<file path="src/rtl/tpf_pkg.sv">
// ----------------------------------------------------------------------------
// tpf_pkg
// Types, codes and constants shared by the torsion path fingerprint block.
// ----------------------------------------------------------------------------
package tpf_pkg;

	localparam int WORD_W     = 32;
	localparam int PATH_ATOMS = 4;
	localparam int MAX_BITS   = 18;
	localparam int CNT_W      = 5;

	typedef enum logic [1:0] {
		CMD_LOAD_ATOM = 2'd0,
		CMD_LOAD_BOND = 2'd1,
		CMD_WALK      = 2'd2,
		CMD_CLEAR     = 2'd3
	} cmd_t;

	typedef enum logic [1:0] {
		REG_ATOM_COUNT = 2'd0,
		REG_RING3_EN   = 2'd1,
		REG_RING4_EN   = 2'd2,
		REG_SPARE      = 2'd3
	} reg_index_t;

	typedef enum logic [1:0] {
		STAT_OK    = 2'd0,
		STAT_RANGE = 2'd1,
		STAT_FULL  = 2'd2
	} status_t;

	typedef enum logic [1:0] {
		KIND_LINEAR = 2'd0,
		KIND_RING3  = 2'd1,
		KIND_RING4  = 2'd2
	} kind_t;

	typedef enum logic [4:0] {
		ST_IDLE,
		ST_BOND_DA,
		ST_BOND_DB,
		ST_BOND_W2,
		ST_WALK_A,
		ST_WALK_E,
		ST_WALK_J,
		ST_SCAN,
		ST_NB,
		ST_NB2,
		ST_FORM,
		ST_R4,
		ST_R4S,
		ST_R4N,
		ST_HSTART,
		ST_HWAIT,
		ST_EMIT,
		ST_FINISH
	} state_t;

	typedef struct packed {
		logic  start;
		kind_t job;
	} hash_req_t;

	typedef struct packed {
		logic              done;
		logic [WORD_W-1:0] best;
	} hash_rsp_t;

	// mixing weight of term k times bond value
	function automatic logic [8:0] mix_coef(input logic [1:0] k, input logic [2:0] bond);
		logic [6:0] m;
		unique case (k)
			2'd0: m = 7'd73;
			2'd1: m = 7'd46;
			2'd2: m = 7'd93;
			default: m = 7'd27;
		endcase
		return 9'(m) * 9'(bond);
	endfunction

endpackage

</file>
<file path="src/rtl/tpf_hash.sv">
// ----------------------------------------------------------------------------
// tpf_hash
// Shared multiply-add unit: walks a path in both directions, or every rotation
// of a ring both ways, one term a cycle, and keeps the largest hash.
// ----------------------------------------------------------------------------
module tpf_hash (
	input  logic                                  clk,
	input  logic                                  arst_n,
	input  tpf_pkg::hash_req_t                    req,
	input  logic [3:0][tpf_pkg::WORD_W-1:0]       pt,
	input  logic [3:0][2:0]                       pb,
	output tpf_pkg::hash_rsp_t                    rsp
);

	logic                       busy_q;
	logic                       done_q;
	tpf_pkg::kind_t             job_q;
	logic [1:0]                 s_q;
	logic                       rev_q;
	logic [1:0]                 k_q;
	logic [tpf_pkg::WORD_W-1:0] acc_q;
	logic [tpf_pkg::WORD_W-1:0] best_q;

	logic                       n3;
	logic                       last_k;
	logic                       finish;
	logic [2:0]                 x;
	logic [2:0]                 y;
	logic [1:0]                 bi;
	logic [1:0]                 ti;
	logic [tpf_pkg::WORD_W-1:0] term;
	logic [tpf_pkg::WORD_W-1:0] base;
	logic [tpf_pkg::WORD_W-1:0] sum;
	logic [tpf_pkg::WORD_W-1:0] nbest;

	function automatic logic [1:0] modn(input logic [2:0] v, input logic three);
		logic [2:0] r;
		r = v;
		if (three && v >= 3'd3) begin
			r = v - 3'd3;
		end
		return r[1:0];
	endfunction

	always_comb begin
		n3     = (job_q == tpf_pkg::KIND_RING3);
		last_k = (job_q == tpf_pkg::KIND_RING4) ? (k_q == 2'd3) : (k_q == 2'd2);
		x      = {1'b0, s_q} + {1'b0, k_q};
		y      = {1'b0, s_q} + (n3 ? 3'd2 : 3'd3) - {1'b0, k_q};
		if (rev_q) begin
			bi = modn(y, n3);
			ti = bi;
		end else begin
			bi = modn(x, n3);
			ti = modn(x + 3'd1, n3);
		end
		term   = 32'(41'(tpf_pkg::mix_coef(k_q, pb[bi])) * 41'(pt[ti]));
		base   = (k_q == 2'd0) ? pt[s_q] : acc_q;
		sum    = base + term;
		nbest  = (sum > best_q) ? sum : best_q;
		finish = last_k && rev_q &&
			((job_q == tpf_pkg::KIND_LINEAR) || (s_q == (n3 ? 2'd2 : 2'd3)));
	end

	always_ff @(posedge clk or negedge arst_n) begin
		if (!arst_n) begin
			busy_q <= 1'b0;
			done_q <= 1'b0;
		end else begin
			done_q <= busy_q && finish;
			if (req.start) begin
				busy_q <= 1'b1;
			end else if (busy_q && finish) begin
				busy_q <= 1'b0;
			end
		end
	end

	always_ff @(posedge clk) begin
		if (req.start) begin
			job_q  <= req.job;
			s_q    <= 2'd0;
			rev_q  <= 1'b0;
			k_q    <= 2'd0;
			best_q <= '0;
		end else if (busy_q) begin
			if (!last_k) begin
				acc_q <= sum;
				k_q   <= k_q + 2'd1;
			end else begin
				best_q <= nbest;
				k_q    <= 2'd0;
				if (!rev_q) begin
					rev_q <= 1'b1;
					if (job_q == tpf_pkg::KIND_LINEAR) begin
						s_q <= 2'd3;
					end
				end else begin
					rev_q <= 1'b0;
					s_q   <= s_q + 2'd1;
				end
			end
		end
	end

	assign rsp.done = done_q;
	assign rsp.best = best_q;

endmodule

</file>
<file path="config.mk">
export PLATFORM = sky130hd
export DESIGN_NAME = tpf_hash
export DESIGN_NICKNAME = d
export VERILOG_FILES = /design/src/rtl/tpf_pkg.sv /design/src/rtl/tpf_hash.sv
export SDC_FILE = /design/constraint.sdc
export NUM_CORES = 1
export LEC_CHECK = 0
export BUFFER_PORTS_ARGS = -buffer_cell sky130_fd_sc_hd__buf_4
export CELL_PAD_IN_SITES_DETAIL_PLACEMENT = 0
export CELL_PAD_IN_SITES_GLOBAL_PLACEMENT = 1
export CORE_MARGIN = 2
export CORE_UTILIZATION = 47
export DETAILED_ROUTE_END_ITERATION = 8
export PLACE_DENSITY_LB_ADDON = 0.1
export SETUP_SLACK_MARGIN = 0.15
export SYNTH_ARGS = -nofsm -noshare
export SYNTH_HDL_FRONTEND = slang
export SYNTH_SLANG_ARGS = --single-unit
</file>
<file path="constraint.sdc">
create_clock -name clk -period 19.35 [get_ports clk]
set_clock_uncertainty 0.2 [all_clocks]
set_input_delay 5.805 -clock clk [delete_from_list [all_inputs] [get_ports clk]]
set_output_delay 5.805 -clock clk [all_outputs]
set_load 0.1 [all_outputs]
</file>
# Word level (Yosys, flattened, before mapping)
# Cells that the tools add are included.
# Widths: inputs -> output; s select.
# word_totals
reg_bits,73
input_bits,145
# op_classes
n_addsub,10
n_mul,2
n_lt_le_gt_ge,7
eq_ne,6
n_mux,22
bitwise,2
n_reduce_logical,15
# ops
cell,n
$bmux 32 s2,2
$mux 32,3
$add 32x32->32,1
$gt 32x32->1,1
$mul 9x32->32,1
$pmux 7 s3,1
$mux 2,8
$ge 3x2->1 const B,3
$lt 2x3->1 const B,3
$mul 7x3->9,1
$reduce_and 3->1,3
$add 2x2->3,2
$bmux 3 s2,1
$eq 2x2->1 const B,3
$logic_and 1x1->1,6
$mux 1,6
$sub 2x2->2 const B,3
$add 2x1->2 const B,2
$eq 2x1->1 const B,2
$logic_not 2->1,2
$reduce_bool 2->1,2
$add 3x1->3 const B,1
$mux 3,1
$sub 3x2->3,1
other kinds (4),5

# Depth between registers and ports, before layout
# Gate-level depths: netlist of the first run.
# depth
word_depth,15
mapped_depth,59
ltp_nobuf,56

# Worst setup path after synthesis of the first run
# No wires, ideal clock.
# synth_timing
kind,input -> register
start,input port pb[4] (netlist bit)
end,register best_q[10] (netlist bit)
setup_ps,128
t_arrival_ps,16119
required_time_ps,19022
path_slack_ps,2903
cell_stages,43
path_cell_list,mux2_2 > o21ai_1 > nor2_1 > fa_1 > ha_1 > fa_1 > a21o_1 > a21oi_1 > o21bai_1 > a21oi_1 > xor2_1 > or4_1 > clkbuf_1 > nand2_1 > clkbuf_1 > nor2_1 > fa_1 > inv_1 > (+7 left out) > a21o_1 > a21o_1 > a221oi_1 > o21ai_0 > a211o_1 > a21oi_1 > o21ai_0 > xor2_1 > ha_1 > nand4_1 > nor3_1 > nand4_1 > a311oi_1 > a211oi_1 > nor2_1 > clkbuf_1 > mux2i_1 > nor2_1
# synth_between
elab_chain_cells,7
# synth_lines
item,line,text
"start, declared",tpf_hash.sv:11,"input logic [3:0][2:0] pb,"
$bmux 3 s2,tpf_hash.sv:57,"term = 32'(41'(tpf_pkg::mix_coef(k_q, pb[bi])) * 41'(pt[ti]));"
$mux 3 (not written as such),tpf_hash.sv:57,
$mul 7x3->9,tpf_pkg.sv:78,return 9'(m) * 9'(bond);
$mul 9x32->32,tpf_hash.sv:57,
$add 32x32->32,tpf_hash.sv:59,sum = base + term;
named net sum (one bit),tpf_hash.sv:33,logic [tpf_pkg::WORD_W-1:0] sum;
$gt 32x32->1,tpf_hash.sv:60,nbest = (sum > best_q) ? sum : best_q;
$reduce_and 3->1 (no source line),n/a,
"end signal, assigned",tpf_hash.sv:91,best_q <= nbest;
"end, declared",tpf_hash.sv:22,logic [tpf_pkg::WORD_W-1:0] best_q;
# The timed path passes the listed nets, and every way through them passes these cells. The select of a mux whose other input is x is not followed.
# A chain may end at the register's enable or synchronous reset.

# Worst setup path after layout of the first run
# layout_timing
start,input port pb[4] (netlist bit)
end,register best_q[31] (netlist bit)
# Same word-level chain as after synthesis.

==> flow_metrics.tcl, run 1 <==
set metrics [dict create \
    outcome "finished, final reports clean" \
    layout_min_cycle_time_ns 17.81 \
    synth_ff_type "dfxtp_1" \
    timing.hold.ws_ns 0.300 \
    fin_area_um2 16600 \
    n_fill_cell 2848 \
    first_pass_iters 5 \
    grt_max_degree 58 \
    synth_area_leader_cell "fa_1" \
    rsz0062_at_grt "no" \
    netlist_instances 1543 \
    multi_input_area_um2 11600 \
    gp_congestion 0.871 \
    cts_resized 0 \
    antenna_cells 0 \
    cts_sinks 73 \
    slew_viol_final 0 \
    clk_latency_ns 0.36 \
    crit_path_max_incr_delay_ns 0.58 \
    cp_slowest_cell "nor3_1" \
    nets 2153 \
    synthAdderAreaFrac_pct 38.1 \
    cap_viol_max_count 0 \
    die_x_um 180 \
    postRouteAntennaNets 0 \
    netlist_area_um2 14500 \
    synthArstFlopShare_pct 2.74 \
    clk_pin_slew_ns 0.07 \
    clock_path_buffers 2 \
    worst_pin_slew_ns 1.14 \
    num_rows 64 \
    worstPathArrival_ns 17.87 \
    grt_pass1_vias 12000 \
    max_freq_mhz 56.2 \
    vias 11500 \
    tns_ns 0 \
    synth-seq-area-share_pct 12.5 \
    ys_ff_latch 73 \
    hold_viol 0 \
    overflow 0 \
    grtUsageTotal_pct 27.3 \
    drc 0 \
    drt-total-wl_um 43200 \
    drt-wirelength-per-cell_um 20.6 \
    io_pins 178 \
    synthTopCellsByArea "fa_1 (30%), ha_1 (8.5%), edfxtp_1 (7.0%)" \
    drive_gt1_share_pct 19.0 \
    holdBufCountCts 0 \
    cp-end-kind "register" \
    synth_top_family_by_area "adder cells" \
    port_buffers 177 \
    muxShareOfSynthArea_pct 15.1 \
    hpwl_um 34500 \
    die_y_um 180 \
    fin_crit_sh_pct 92.0 \
    grt_pass1_wl_um 68500 \
    yosys.area_share.simple_pct 14.6 \
    setup_violations 0 \
    path_max_fanout 16 \
    htreeDepth 3 \
    yosysTopAreaCellShare_pct 29.5 \
    ys_types 69 \
    cts_buffers 9 \
    synth_edf_count 34 \
    synth_compound_area_share_pct 8.37 \
    crit_type "in2reg" \
    final_util_pct 54.5 \
    worst_setup_path_start_kind "input pin" \
    viasPerCell 5.50 \
    hold_path_class "reg2reg" \
    post-cts-setup-buffer-count 0 \
    avgSynthCellArea_um2 9.41 \
    drt_iter0_markers 799 \
    dieArea_um2 32300 \
    syn-num-nets 2001 \
    initial_core_util_pct 47.6 \
    cts_root_buf "clkbuf_16" \
    synth-xor-area-share_pct 3.33 \
    seq_area_um2 1810 \
    required_ns 19.41 \
    cts_tree "built" \
    placed_area_um2 16300 \
    antenna_found_initial 0 \
    relSlewSlack_pct 23.3 \
    synth_warnings 0 \
    core_area_um2 30500 \
    crit_top_cell "fa_1" \
    syn_to_final_growth_pct 14.5 \
]
state kept, by name (all words and copies together), names as in the netlist:
register  flops
acc_q        32
best_q       32
job_q         2
k_q           2
s_q           2
busy_q        1
done_q        1
rev_q         1
worst max-delay path, delay by kind of cell:
family                     cells  cell delay [ns]
buffers and inverters          3             0.35
AOI/OAI and AO/OA             16             3.29
muxes                          1             0.26
and+or+nand+nor               11             3.65
adders and majority gates     10             4.24
xor gates and xnor gates       1             0.25
layout make-up:
cell class	count	share of cell area, %
multi-input cells	1167	69.7
clock buffers	10	1.44
repair buffers	199	8.99
flip-flops and latches	73	10.9
well taps	396	2.98
inverters	245	5.53
clock inverters	6	0.444
kinds of logic (layout without fill, tap and decap cells):
kind of cell    count (synthesis)  after routing
simple gates                  436            436
fa+ha+maj                     313            313
buf+inv                       303            460
compound gates                194            194
mux                           172            172
flops                          73             73
xor+xnor                       52             52
Yosys cell counts, types with 8 or more instances:
cell type	instances
inv_1	244
fa_1	214
nor2_1	153
nand2_1	102
ha_1	99
mux2i_1	88
a21oi_1	58
mux2_2	52
o21ai_0	41
xnor2_1	39
clkbuf_1	38
dfxtp_1	37
nor2b_1	37
nand2b_1	36
edfxtp_1	34
mux4_2	32
a21o_1	31
and2_1	31
nand3_1	24
o21ai_1	11
xor2_1	11
and3_1	10
buf_1	10
nand4_1	9
nor3_1	9
o21bai_1	8
per-stage QoR:
stage,instances,worst slack [ns]
after floorplan,1543,2.90
after global placement,2080,1.66
after detailed placement,2080,1.29
after CTS,2096,1.58
after global routing,2096,0.615
final,2096,1.54
cells in the final DEF (no fill, tap or decap), types with 3 or more instances in the layout:
cell type,n
o21a_1,6
mux2_2,52
clkbuf_16,9
or3_1,3
a211oi_1,5
o21ai_0,41
dfxtp_1,35
inv_1,244
a21o_1,31
ha_1,98
nand2_1,102
o21bai_1,8
edfxtp_1,34
and3_1,10
nor2b_1,37
nand3b_1,3
inv_6,3
and2_1,31
fa_1,214
nor3_1,9
o211ai_1,4
nand3_1,24
nand4_1,9
a31oi_1,3
mux2i_1,88
xnor2_1,36
o21ai_1,11
buf_4,199
xor2_1,11
o22ai_1,3
o31ai_1,7
or2_2,3
or2b_1,5
a21oi_1,57
mux4_2,32
nor2_1,151
nand2b_1,36
path summary, 6_finish.rpt:
path	startpoint	to	cells after the start	slack, ns
min reg2reg	best_q[12]	best_q[12]	2	0.30
max	pb[4]	best_q[31]	42	1.54
max reg2reg	s_q[0]	best_q[31]	51	4.10
min	best_q[12]	best_q[12]	2	0.30
max in group asynchronous	arst_n	busy_q	1	13.85
min in group asynchronous	arst_n	done_q	1	5.02
metal layers:
metal  track usage, %  vias up  share of wire (%)
met5                0        -                  0
met4             5.30        0                1.5
met3             3.12       33                4.9
met2             43.0      302                 46
met1             40.8     5837                 48
li1                 -     5357                  -
Power of run 1 is not shown: default switching activity piles up to over one toggle a cycle in this logic, so the estimate is an artifact.
==> run 2, diff against run 1 <==
--- a/config.mk
+++ b/config.mk
@@ -8,7 +8,6 @@
 export BUFFER_PORTS_ARGS = -buffer_cell sky130_fd_sc_hd__buf_4
 export CELL_PAD_IN_SITES_DETAIL_PLACEMENT = 0
 export CELL_PAD_IN_SITES_GLOBAL_PLACEMENT = 1
-export CORE_MARGIN = 2
 export CORE_UTILIZATION = 47
 export DETAILED_ROUTE_END_ITERATION = 8
 export PLACE_DENSITY_LB_ADDON = 0.1
==> flow_metrics.tcl, run 2 (synthesis results as in run 1) <==
set metrics [dict create \
    die_x_um 178 \
    path_max_fanout 27 \
    gp_congestion 0.886 \
    cts_resized 0 \
    io_pins 178 \
    max_freq_mhz 55.7 \
    drt-wirelength-per-cell_um 20.7 \
    cts_tree "built" \
    ff2ff_setup_slack_ns 3.94 \
    grt_max_degree 65 \
    initial_core_util_pct 48.3 \
    drt_iter0_markers 760 \
    drc 0 \
    cts_buffers 9 \
    n_fill_cell 2763 \
    viasPerCell 5.55 \
    core_area_um2 30000 \
    drt-total-wl_um 43200 \
    worst_slack_ns 1.41 \
    hold_path_class "reg2reg" \
    overflow 0 \
    rsz0062_at_grt "no" \
    crit_top_cell "fa_1" \
    reg2reg_to "best_q[15]" \
    vias 11600 \
    clk_latency_ns 0.35 \
    worstPathArrival_ns 17.96 \
    worst_setup_path_start_kind "input pin" \
    cts_sinks 73 \
    final_common_cell "inv_1" \
    cp_slowest_cell "fa_1" \
    setup_violations 0 \
    relSlewSlack_pct 25.8 \
    drive_gt1_share_pct 18.9 \
    postRouteAntennaNets 0 \
    clk_pin_slew_ns 0.06 \
    cap_viol_max_count 0 \
    required_ns 19.37 \
    cp-end-kind "register" \
    grt_pass1_vias 12000 \
    grt_pass1_wl_um 68300 \
    layout_min_cycle_time_ns 17.94 \
    whs_path_depth 2 \
    hold_viol 0 \
    crit_family "adder cells" \
    antenna_found_initial 0 \
    layout_common_cells "inv_1 (244), fa_1 (214), buf_4 (198)" \
    die_y_um 178 \
    dp.cells 2073 \
    place_ws_ns 1.13 \
    crit_type "in2reg" \
    min_from "best_q[21]" \
    first_pass_iters 5 \
    reg2reg_from "s_q[0]" \
    grtUsageTotal_pct 29.0 \
    rr_worst_depth 51 \
    htreeDepth 3 \
    post-cts-setup-buffer-count 0 \
    port_buffers 177 \
    stdcell_count 2089 \
    path_buf_inv 4 \
    fin_crit_sh_pct 92.7 \
    cts_root_buf "clkbuf_16" \
    hpwl_um 34600 \
    outcome "finished, final reports clean" \
    crit_path_max_incr_delay_ns 0.52 \
    worst_pin_slew_ns 1.11 \
    syn_to_final_growth_pct 14.4 \
    holdBufCountCts 0 \
    antenna_cells 0 \
    tns_ns 0 \
    nets 2152 \
    reg_top3 "acc_q: 32 flops, best_q: 32 flops" \
    clock_path_buffers 2 \
    holdPathEnd "best_q[21]" \
    num_rows 63 \
    dieArea_um2 31600 \
    slew_viol_final 0 \
]
-- run 2: worst max path at each step --
| stage | slack (ns) | start | cells after the start | end |
|---|---|---|---|---|
| floorplan | 2.90 | pb[4] | 43 | best_q[10] |
| global placement | 1.33 | pb[4] | 42 | best_q[6] |
| detailed placement | 1.13 | pb[4] | 42 | best_q[15] |
| CTS | 1.42 | pb[4] | 42 | best_q[11] |
| global route | 0.37 | pb[4] | 42 | best_q[31] |
| finish | 1.41 | pb[4] | 42 | best_q[15] |
-- run 2: cell type report --
type	instances	area, um2	share of cell area (%)
Clock inverter	5	61.3	0.369
Tap cell	390	488	2.94
Timing Repair Buffer	198	1490	8.95
Clock buffer	11	254	1.53
Inverter	245	920	5.54
Sequential cell	73	1810	10.9
Multi-Input combinational cell	1167	11600	69.8
-- run 2: through the flow --
stage | utilization [%] | hold slack (ns) | instance area (um2)
after global routing | 55.3 | 0.327 | 16600
after floorplan | - | 0.335 | 14500
final | 55.3 | 0.293 | 16600
after CTS | 55.3 | 0.298 | 16600
after global placement | 54.3 | 0.285 | 16300
after detailed placement | 54.3 | 0.285 | 16300
-- run 2: layer usage --
| metal | global-route usage [%] | part of all wire, % | vias to the layer above | routed length [um] |
|---|---|---|---|---|
| li1 | - | - | 5359 | - |
| met4 | 6.48 | 2.0 | 0 | 873 |
| met1 | 42.2 | 47 | 5860 | 20300 |
| met3 | 4.01 | 5.7 | 44 | 2460 |
| met2 | 45.6 | 45 | 321 | 19500 |
| met5 | 0 | 0 | - | 0 |
-- run 2: worst reg2reg max path, delay by kind of cell (launching register included) --
kind / cells / cell delay [ns]
multiplexers: 2 / 0.61
AND/OR/NAND/NOR: 14 / 3.67
adder cells (fa/ha/maj): 14 / 5.42
AO/OA/AOI/OAI: 15 / 3.55
flip-flops: 1 / 0.79
XOR/XNOR: 1 / 0.21
buffers and inverters: 5 / 0.81
Power of run 2 is left out for the same reason.
==> run 3, diff against run 2 <==
--- a/config.mk
+++ b/config.mk
@@ -11,6 +11,7 @@
 export CORE_UTILIZATION = 47
 export DETAILED_ROUTE_END_ITERATION = 8
 export PLACE_DENSITY_LB_ADDON = 0.1
+export REMOVE_ABC_BUFFERS = 1
 export SETUP_SLACK_MARGIN = 0.15
 export SYNTH_ARGS = -nofsm -noshare
 export SYNTH_HDL_FRONTEND = slang
==> flow_metrics.tcl, run 3 (synthesis results as in run 1) <==
set metrics [dict create \
    worst_setup_path_start_kind "input pin" \
    cts_buffers 9 \
    max_freq_mhz 55.0 \
    hold_viol 0 \
    initial_core_util_pct 48.3 \
    drt-wirelength-per-cell_um 19.1 \
    worst_pin_slew_ns 1.08 \
    grt_max_degree 43 \
    relSlewSlack_pct 27.6 \
    viasPerCell 5.50 \
    htreeDepth 3 \
    die_y_um 178 \
    first_pass_iters 5 \
    holdBufCountCts 0 \
    antenna_found_initial 0 \
    crit_type "in2reg" \
    clock_path_buffers 2 \
    cts_tree "built" \
    path_buf_inv 2 \
    cts_resized 0 \
    overflow 0 \
    layout_min_cycle_time_ns 18.20 \
    die_x_um 178 \
    cts_sinks 73 \
    drt_iter0_markers 615 \
    layout_common_cells "inv_1 (244), fa_1 (214), buf_4 (194)" \
    rsz0062_at_grt "no" \
    hold_path_class "reg2reg" \
    port_buffers 177 \
    vias 11500 \
    required_ns 19.35 \
    num_rows 63 \
    grt_pass1_vias 11900 \
    clk_latency_ns 0.34 \
    core_area_um2 30000 \
    cp-end-kind "register" \
    nets 2148 \
    outcome "finished, final reports clean" \
    fin_crit_sh_pct 94.0 \
    syn_to_final_growth_pct 14.2 \
    cp_slowest_cell "nor2_4" \
    cts_root_buf "clkbuf_16" \
    hpwl_um 32600 \
    reg_top3 "acc_q: 32 flops, best_q: 32 flops" \
    drt-total-wl_um 39800 \
    worstPathArrival_ns 18.20 \
    clk_pin_slew_ns 0.06 \
    crit_top_cell "fa_1" \
    grt_pass1_wl_um 63800 \
    path_max_fanout 33 \
    crit_family "adder cells" \
    postRouteAntennaNets 0 \
    setup_violations 0 \
    grtUsageTotal_pct 26.5 \
    post-cts-setup-buffer-count 0 \
    tns_ns 0 \
    cap_viol_max_count 0 \
    slew_viol_final 0 \
    dieArea_um2 31600 \
    final_common_cell "inv_1" \
    crit_path_max_incr_delay_ns 0.85 \
    antenna_cells 0 \
    io_pins 178 \
    gp_congestion 0.919 \
    drive_gt1_share_pct 18.8 \
    drc 0 \
]
[run 3: worst reg2reg max path: cells and delay by family, from the launching register on]
family	cells	cell delay (ns)
multiplexers	2	0.65
adder cells (fa/ha/maj)	14	5.35
flip-flops	1	0.68
AND/OR/NAND/NOR	14	4.53
XOR/XNOR	1	0.22
AO/OA/AOI/OAI	15	3.56
buffers and inverters	4	0.69
[run 3: final timing paths]
kind / cells after the start / slack, ns / start / to
worst max-delay path: 40 / 1.15 / pb[4] / best_q[7]
max in group asynchronous: 1 / 13.83 / arst_n / done_q
worst min-delay path: 2 / 0.31 / best_q[27] / best_q[27]
worst min register to register: 2 / 0.31 / best_q[27] / best_q[27]
min in group asynchronous: 1 / 5.04 / arst_n / busy_q
worst max register to register: 50 / 3.32 / s_q[0] / best_q[7]
[run 3: layout make-up]
cell class,instances,area (um2)
clock buffers,10,239
clock inverters,6,66.3
fillers,2763,13500
inverters,245,920
multi-input cells,1167,11600
flip-flops and latches,73,1810
well taps,390,488
repair buffers,194,1460
[run 3: routing by layer]
metal	vias to the layer above	GRT usage, %	share of wire (%)
li1	5358	-	-
met4	0	5.56	1.9
met3	51	4.41	5.1
met2	277	45.1	49
met1	5788	35.3	44
met5	-	0	0
[run 3: through the flow]
step                      cells  hold WS (ns)  setup WS (ns)  area, um2  utilization [%]
after floorplan            1485         0.336           2.21      14300                -
after global placement     2069         0.307           1.46      16300             54.1
after detailed placement   2069         0.297           1.00      16300             54.1
after CTS                  2085         0.317           1.30      16600             55.2
after global routing       2085         0.355          0.510      16600             55.2
final                      2085         0.307           1.15      16600             55.2
Power of run 3 is left out for the same reason.
